==> src/rtl/core/bfha_pkg.sv <==
// shared types and constants of the best-fit heap allocator
package bfha_pkg;

  // default sizing
  localparam int HEAP_BYTES_DEF   = 65536;
  localparam int MAX_BLOCKS_DEF   = 64;
  localparam int HEADER_BYTES_DEF = 16;

  // heap limit register after reset
  localparam logic [16:0] LIMIT_RESET = 17'd65536;

  // request kinds
  localparam logic ACT_ALLOC = 1'b0;
  localparam logic ACT_FREE  = 1'b1;

  // result status codes
  localparam logic [2:0] ST_OK       = 3'd0;
  localparam logic [2:0] ST_BAD_SIZE = 3'd1;
  localparam logic [2:0] ST_NO_HEAP  = 3'd2;
  localparam logic [2:0] ST_BAD_ADDR = 3'd3;
  localparam logic [2:0] ST_FULL     = 3'd4;

  // per-cycle operation applied to the whole row of cells
  typedef struct packed {
    logic rot;
    logic ins;
    logic rem;
    logic wr;
  } cell_op_t;

endpackage

==> src/rtl/core/bfha_cell.sv <==
// one block-table entry of the cell row
module bfha_cell #(
  parameter int AW = 17,
  parameter int IW = 6,
  parameter int K  = 0
) (
  input  logic               clk,
  input  bfha_pkg::cell_op_t op,
  input  logic [IW-1:0]      pos,
  input  logic [AW-1:0]      wr_start,
  input  logic [AW-1:0]      wr_size,
  input  logic               wr_used,
  input  logic [AW-1:0]      left_start,
  input  logic [AW-1:0]      left_size,
  input  logic               left_used,
  input  logic [AW-1:0]      right_start,
  input  logic [AW-1:0]      right_size,
  input  logic               right_used,
  output logic [AW-1:0]      start,
  output logic [AW-1:0]      size,
  output logic               used
);
  import bfha_pkg::*;

  localparam logic [IW-1:0] MY_POS = IW'(K);

  // rotate toward the head, open a slot, close a slot, or overwrite
  always_ff @(posedge clk) begin
    if (op.rot) begin
      start <= right_start;
      size  <= right_size;
      used  <= right_used;
    end else if (op.ins) begin
      if (MY_POS > pos) begin
        start <= left_start;
        size  <= left_size;
        used  <= left_used;
      end else if (MY_POS == pos) begin
        start <= wr_start;
        size  <= wr_size;
        used  <= wr_used;
      end
    end else if (op.rem) begin
      if (MY_POS >= pos) begin
        start <= right_start;
        size  <= right_size;
        used  <= right_used;
      end
    end else if (op.wr && MY_POS == pos) begin
      start <= wr_start;
      size  <= wr_size;
      used  <= wr_used;
    end
  end

endmodule

==> config.mk <==
export PLATFORM = sky130hd
export DESIGN_NAME = bfha_cell
export DESIGN_NICKNAME = d
export VERILOG_FILES = /design/src/rtl/core/bfha_pkg.sv /design/src/rtl/core/bfha_cell.sv
export SDC_FILE = /design/constraint.sdc
export NUM_CORES = 1
export LEC_CHECK = 0
export CORE_MARGIN = 4
export CORE_UTILIZATION = 55
export DETAILED_ROUTE_END_ITERATION = 7
export DONT_BUFFER_PORTS = 1
export PLACE_DENSITY = 0.78
export SYNTH_ARGS = -nofsm -noshare
export SYNTH_HDL_FRONTEND = slang
export SYNTH_SLANG_ARGS = --single-unit
==> constraint.sdc <==
create_clock -name clk -period 1.77 [get_ports clk]
set_input_delay 0.4425 -clock clk [delete_from_list [all_inputs] [get_ports clk]]
set_output_delay 0.4425 -clock clk [all_outputs]
set_load 0.1 [all_outputs]
### Word level (Yosys, flattened, before mapping)

Index checks and enable logic that the tools add are counted.

* flip-flop bits (word level): 35
* bits of input ports: 116

* $lt $le $gt $ge: 2
* equal/unequal tests: 2
* mux-type cells: 21
* reduce and logical (&&, ||, !) cells: 4

Operator list (count)
* $mux 17: 14
* $ne 4x1->1 const B: 2
* $mux 1: 7
* $ge 1x6->1 const A: 1
* $gt 1x6->1 const A: 1
* $logic_not 6->1: 1
* $reduce_bool 4->1: 1
* $reduce_and 3->1: 1
* $logic_and 1x1->1: 1

### Longest topological paths before layout

Gate-level depths: netlist of the first run.

* depth in word-level cells: 6
* gate-level depth with buffers: 4
* gate-level depth less buffers: 3

### Least setup slack after synthesis of the first run

Ideal clock, no wire load.

* kind: input -> register
* start point: input pos[2]
* end point: register size[0], enable pin
* data arrival time: 1.507 ns
* data required time: 1.379 ns
* path slack: -0.128 ns
* stages on the path: 2
* path buffers: 0
* path through: nor4_1 a21o_1

* word-level cells in the longest chain between the ends: 4
* elaborated cells on any way between the ends: 8

Ends and longest elaborated chain
* from (decl): RTL line bfha_cell.sv:9 `input logic [IW-1:0] pos,`
* parallel branches: the longest is 3 deep, another holds $gt 1x6->1
* $reduce_and 3->1 (no source line) (*)
* to (signal assigned): RTL line bfha_cell.sv:36 `size <= left_size;`
* to (signal assigned): RTL line bfha_cell.sv:40 `size <= wr_size;`
* to (signal assigned): RTL line bfha_cell.sv:51 `size <= wr_size;`
* to (decl): RTL line bfha_cell.sv:20 `output logic [AW-1:0] size,`

Mark *: on every way between the ends.
A chain may end at the register's enable or synchronous reset.

### Worst setup path after layout of the first run

* start point: register size[13]
* end point: output size[13]

RTL lines
* from (signal assigned): RTL line bfha_cell.sv:31 `size <= right_size;`
* from (signal assigned): RTL line bfha_cell.sv:36
* from (signal assigned): RTL line bfha_cell.sv:40

No word-level cell between the ends.

==> impl_metrics.py, run 1 <==
metrics = {
    "clocking": {
        "cts_buffer_depth": 2,
        "clock-sinks": 35,
        "cts_tree": "done",
        "cts_resized": 0,
        "cts_setup_buffers": 0,
        "postCtsHoldBufs": 0,
        "clock-root-buffer": "clkbuf_4",
        "numCtsBuffers": 5,
        "htree_levels": 2,
        "clk_pin_slew_ps": 90,
    },
    "timing": {
        "setup_tns_ps": 0,
        "tightest_slew_ps": 286,
        "slew_violations": 0,
        "fin_hold_ws_ps": 331,
        "hold_viol": 0,
        "fmax_mhz": 705,
        "setup_viol": 0,
        "finalWorstSetupSlack_ps": 352,
        "timing.final.crit_share_pct": 80.1,
        "fin_crit_ps": 1420,
        "rsz0062_at_grt": "false",
        "slew_headroom_pct": 81.1,
    },
    "yosys": {
        "yosys_warnings": 0,
        "synth_cell_type_count": 9,
        "syn_area_um2": 1650,
        "syn_nets": 195,
        "ys_seq_area_share_pct": 63.8,
        "postSynthAreaPerCell_um2": 20.8,
        "syn_inst": 79,
        "synth-seq-cells": 35,
    },
    "die": {
        "core_area_um2": 2810,
        "start_util_pct": 58.7,
        "rows": 19,
        "die_w_um": 62.7,
        "dieHeight_um": 62.7,
        "die_area_um2": 3930,
        "pin_count": 151,
    },
    "drt": {
        "vias": 859,
        "drt_first_iter_violations": 22,
        "antenna_left": 0,
        "vias_per_cell": 5.58,
        "wl_per_cell_um": 19.8,
        "drc": 0,
        "drt_wl_total_um": 3050,
        "drtPass1Iterations": 4,
    },
    "place": {
        "dp_hpwl_um": 2420,
        "port_buffers": 0,
        "dp.cells": 146,
        "postPlaceCellArea_um2": 1980,
        "post-place-ws_ps": 262,
        "gp_congestion": 0.686,
    },
    "finish": {
        "finalNonFillerCells": 154,
        "postLayoutCoreUtil_pct": 72.5,
        "drive_gt1_share_pct": 65.9,
        "nNetsFinal": 238,
        "num_antenna_cells": 0,
        "fin_area_um2": 2030,
        "area_delta_synth_final_pct": 23.5,
        "fillers": 183,
    },
    "worst_setup_path": {
        "endpoint_kind": "primary output",
        "critical_path_buf_inv_count": 1,
        "critPathKind": "reg2out",
        "critical_path_required_ps": 1330,
        "arrival_ps": 980,
        "cp_max_fo": 1,
        "cp_top_family": "flip-flops",
        "worstPathCellList": "buf_4",
        "start_kind": "flip-flop",
        "slowest_delay_ps": 360,
        "cp_slowest_cell": "edfxtp_1",
    },
    "global_route": {
        "grt_busiest_layer": "met2",
        "grt_start_max_net_pins": 19,
        "grt_usage_pct": 15.2,
        "grt_use_met1_pct": 15.8,
        "grt_pass1_vias": 896,
        "antenna_found_initial": 0,
        "grt_pass1_wl_um": 4440,
        "use_met3_pct": 7.73,
        "use_met2_pct": 25.2,
        "grt_overflow_total": 0,
    },
    "outcome": {
        "status": "completed",
    },
    "pwr": {
        "peakVddDrop_uv": 556,
        "power_density_nw_per_um2": 1140,
        "sw_frac_of_total_pct": 40.5,
        "seqPwrFrac_pct": 44.5,
        "power_mw": 2.31,
        "p_clk_share_pct": 16.5,
        "p_leak_nw": 0.847,
        "p_switching_mw": 0.938,
        "p_comb_share_pct": 39.0,
        "p_int_mw": 1.38,
    },
    "run": {
        "max_cap_violations": 0,
    },
    "hold_path": {
        "hold_path_class": "in2reg",
    },
}
## metal layers
metal / wire (um) / vias up
met5: 0 / -
met4: 67 / 0
met3: 358 / 7
met2: 1520 / 69
met1: 1100 / 385
li1: - / 398
## cells by family after synthesis
logic type / count (synthesis) / synth area share (%)
muxes: 35 / 30.8
and+or+nand+nor: 3 / 0.988
buffers and inverters: 4 / 2.96
AOI/OAI and AO/OA: 2 / 1.44
DFF: 35 / 63.8
## flip-flops by register name (all words and copies together), names as in the netlist
register	count
used	1
start	17
size	17
## final cells by class
cell class | count | area [um^2] | share of cell area (%)
well taps | 31 | 38.8 | 1.91
multi-input cells | 40 | 548 | 27.0
repair buffers | 39 | 343 | 16.9
inverters | 1 | 3.75 | 0.185
clock inverters | 2 | 7.51 | 0.369
clock buffers | 6 | 41.3 | 2.03
flip-flops and latches | 35 | 1050 | 51.7
## Yosys cell counts (all sizes together)
library cell	n	area, um^2
inv	1	3.75
buf	3	45.0
mux2	35	507
nor3	2	10.0
a21o	1	7.51
edfxtp	35	1050
a21oi	1	16.3
nor4	1	6.26
## worst paths after layout
| kind | slack [ps] | depth (start not counted) | end | start |
|---|---|---|---|---|
| setup / recovery | 350 | 1 | size[13] | size[13] |
| hold / removal | 330 | 1 | size[8] | wr_size[8] |
## layout by cell type, fill, tap and decap left out, drive strengths merged
master  netlist  layout
clkbuf        0       6
buf           3      39
nor3          2       2
a21oi         1       1
nor4          1       1
mux2         35      35
a21o          1       1
edfxtp       35      35
inv           1       1
clkinv        0       2
## power by group through the flow
| stage | Sequential (mW) | Clock, mW | Combinational, mW |
|---|---|---|---|
| CTS | 1.03 | 0.401 | 0.907 |
| floorplan | 1.64 | 0 | 0.158 |
| detailed placement | 1.05 | 0 | 0.907 |
| finish | 1.03 | 0.381 | 0.903 |
| global placement | 1.05 | 0 | 0.901 |
| global route | 1.04 | 0.435 | 0.921 |
Power figures use the tool's default switching activity.
==> run 2, diff against run 1 <==
==> constraint.sdc (replaced) <==
create_clock -name clk -period 1.2 [get_ports clk]
set_input_delay 0.3 -clock clk [delete_from_list [all_inputs] [get_ports clk]]
set_output_delay 0.3 -clock clk [all_outputs]
set_load 0.1 [all_outputs]
==> impl_metrics.py, run 2 (synthesis results as in run 1) <==
metrics = {
    "finish": {
        "fin_area_um2": 2510,
        "drive_gt1_share_pct": 68.5,
        "fillers": 96,
        "nNetsFinal": 239,
        "largestRegisters": "size (17), start (17), used (1)",
        "layout_common_cells": "buf_12, edfxtp_1, mux2_4, mux2_2, clkbuf_4",
        "num_antenna_cells": 0,
        "final_common_cell": "buf_12",
        "area_delta_synth_final_pct": 52.7,
    },
    "timing": {
        "slew_violations": 0,
        "hold_viol": 0,
        "timing.final.crit_share_pct": 109,
        "tightest_slew_ps": 219,
        "fin_hold_ws_ps": 169,
        "rsz0062_at_grt": "true",
        "setup_tns_ps": -2340,
        "setup_viol": 35,
        "finalWorstSetupSlack_ps": -105,
        "fin_crit_ps": 1300,
        "slew_headroom_pct": 85.3,
        "fmax_mhz": 767,
    },
    "hold_path": {
        "hp-start": "wr_start[5]",
        "hold_path_class": "in2reg",
    },
    "pwr": {
        "peakVddDrop_uv": 1190,
        "power_mw": 3.88,
        "power_density_nw_per_um2": 1540,
        "p_leak_nw": 1.02,
    },
    "drt": {
        "drc": 0,
        "wl_per_cell_um": 30.2,
        "drt_wl_total_um": 4670,
        "antenna_left": 0,
        "drt_first_iter_violations": 22,
        "vias": 958,
        "drtPass1Iterations": 4,
        "vias_per_cell": 6.18,
    },
    "clocking": {
        "cts_buffer_depth": 2,
        "numCtsBuffers": 5,
        "postCtsHoldBufs": 0,
        "htree_levels": 2,
        "cts_setup_buffers": 0,
        "cts_resized": 0,
        "cts_tree": "done",
        "clock-sinks": 35,
        "clock-root-buffer": "clkbuf_4",
        "clk_pin_slew_ps": 110,
    },
    "die": {
        "pin_count": 151,
        "core_area_um2": 2810,
        "die_w_um": 62.7,
        "dieHeight_um": 62.7,
        "die_area_um2": 3930,
        "rows": 19,
        "start_util_pct": 58.7,
    },
    "place": {
        "gp_congestion": 0.664,
        "dp_hpwl_um": 3070,
        "postPlaceCellArea_um2": 2460,
        "post-place-ws_ps": -190,
        "port_buffers": 0,
    },
    "global_route": {
        "grt_start_max_net_pins": 21,
        "antenna_found_initial": 0,
        "grt_pass1_wl_um": 7180,
        "grt_pass1_vias": 1076,
        "grt_usage_pct": 25.7,
        "grt_overflow_total": 0,
    },
    "worst_setup_path": {
        "arrival_ps": 1000,
        "cp_max_fo": 1,
        "endpoint_kind": "primary output",
        "crit_start": "size[12]",
        "cp_slowest_cell": "edfxtp_1",
        "critical_path_required_ps": 900,
        "start_kind": "flip-flop",
        "critPathKind": "reg2out",
        "worstPathCellList": "buf_12",
        "slowest_delay_ps": 460,
        "cp_top_family": "flip-flops",
        "critical_path_buf_inv_count": 1,
    },
    "outcome": {
        "violations": "setup timing",
        "status": "finished, violations left",
    },
    "run": {
        "max_cap_violations": 0,
    },
}
==> run 2: per-stage QoR <==
| step | utilization, % | instances |
|---|---|---|
| after detailed placement | 87.8 | 147 |
| final | 89.6 | 155 |
| after global routing | 89.6 | 155 |
| after CTS | 89.6 | 155 |
| after floorplan | - | 79 |
| after global placement | 87.8 | 147 |
==> run 2: cell type report <==
class	instances	area, um^2	area share [%]
sequential	35	1050	41.8
timing repair buffer	40	788	31.4
multi-input combinational	40	569	22.6
clock buffer	7	45.0	1.79
tap	31	38.8	1.54
inverter	1	16.3	0.647
clock inverter	1	5.00	0.199
==> run 2: path summary, 6_finish.rpt <==
kind       end  slack, ps  cells past startpoint
min   start[5]        170                      1
max   size[12]       -100                      1
==> run 2: power by group <==
group | internal (mW) | switching, mW
clock network | 0.228 | 0.391
registers | 1.50 | 0.107
logic | 0.624 | 1.03
==> run 2: routing by layer <==
| layer | share of wire, % | GRT usage (%) |
|---|---|---|
| met5 | 0 | 0 |
| met4 | 4.4 | 12.1 |
| met3 | 11 | 11.2 |
| met2 | 52 | 45.0 |
| met1 | 33 | 26.1 |
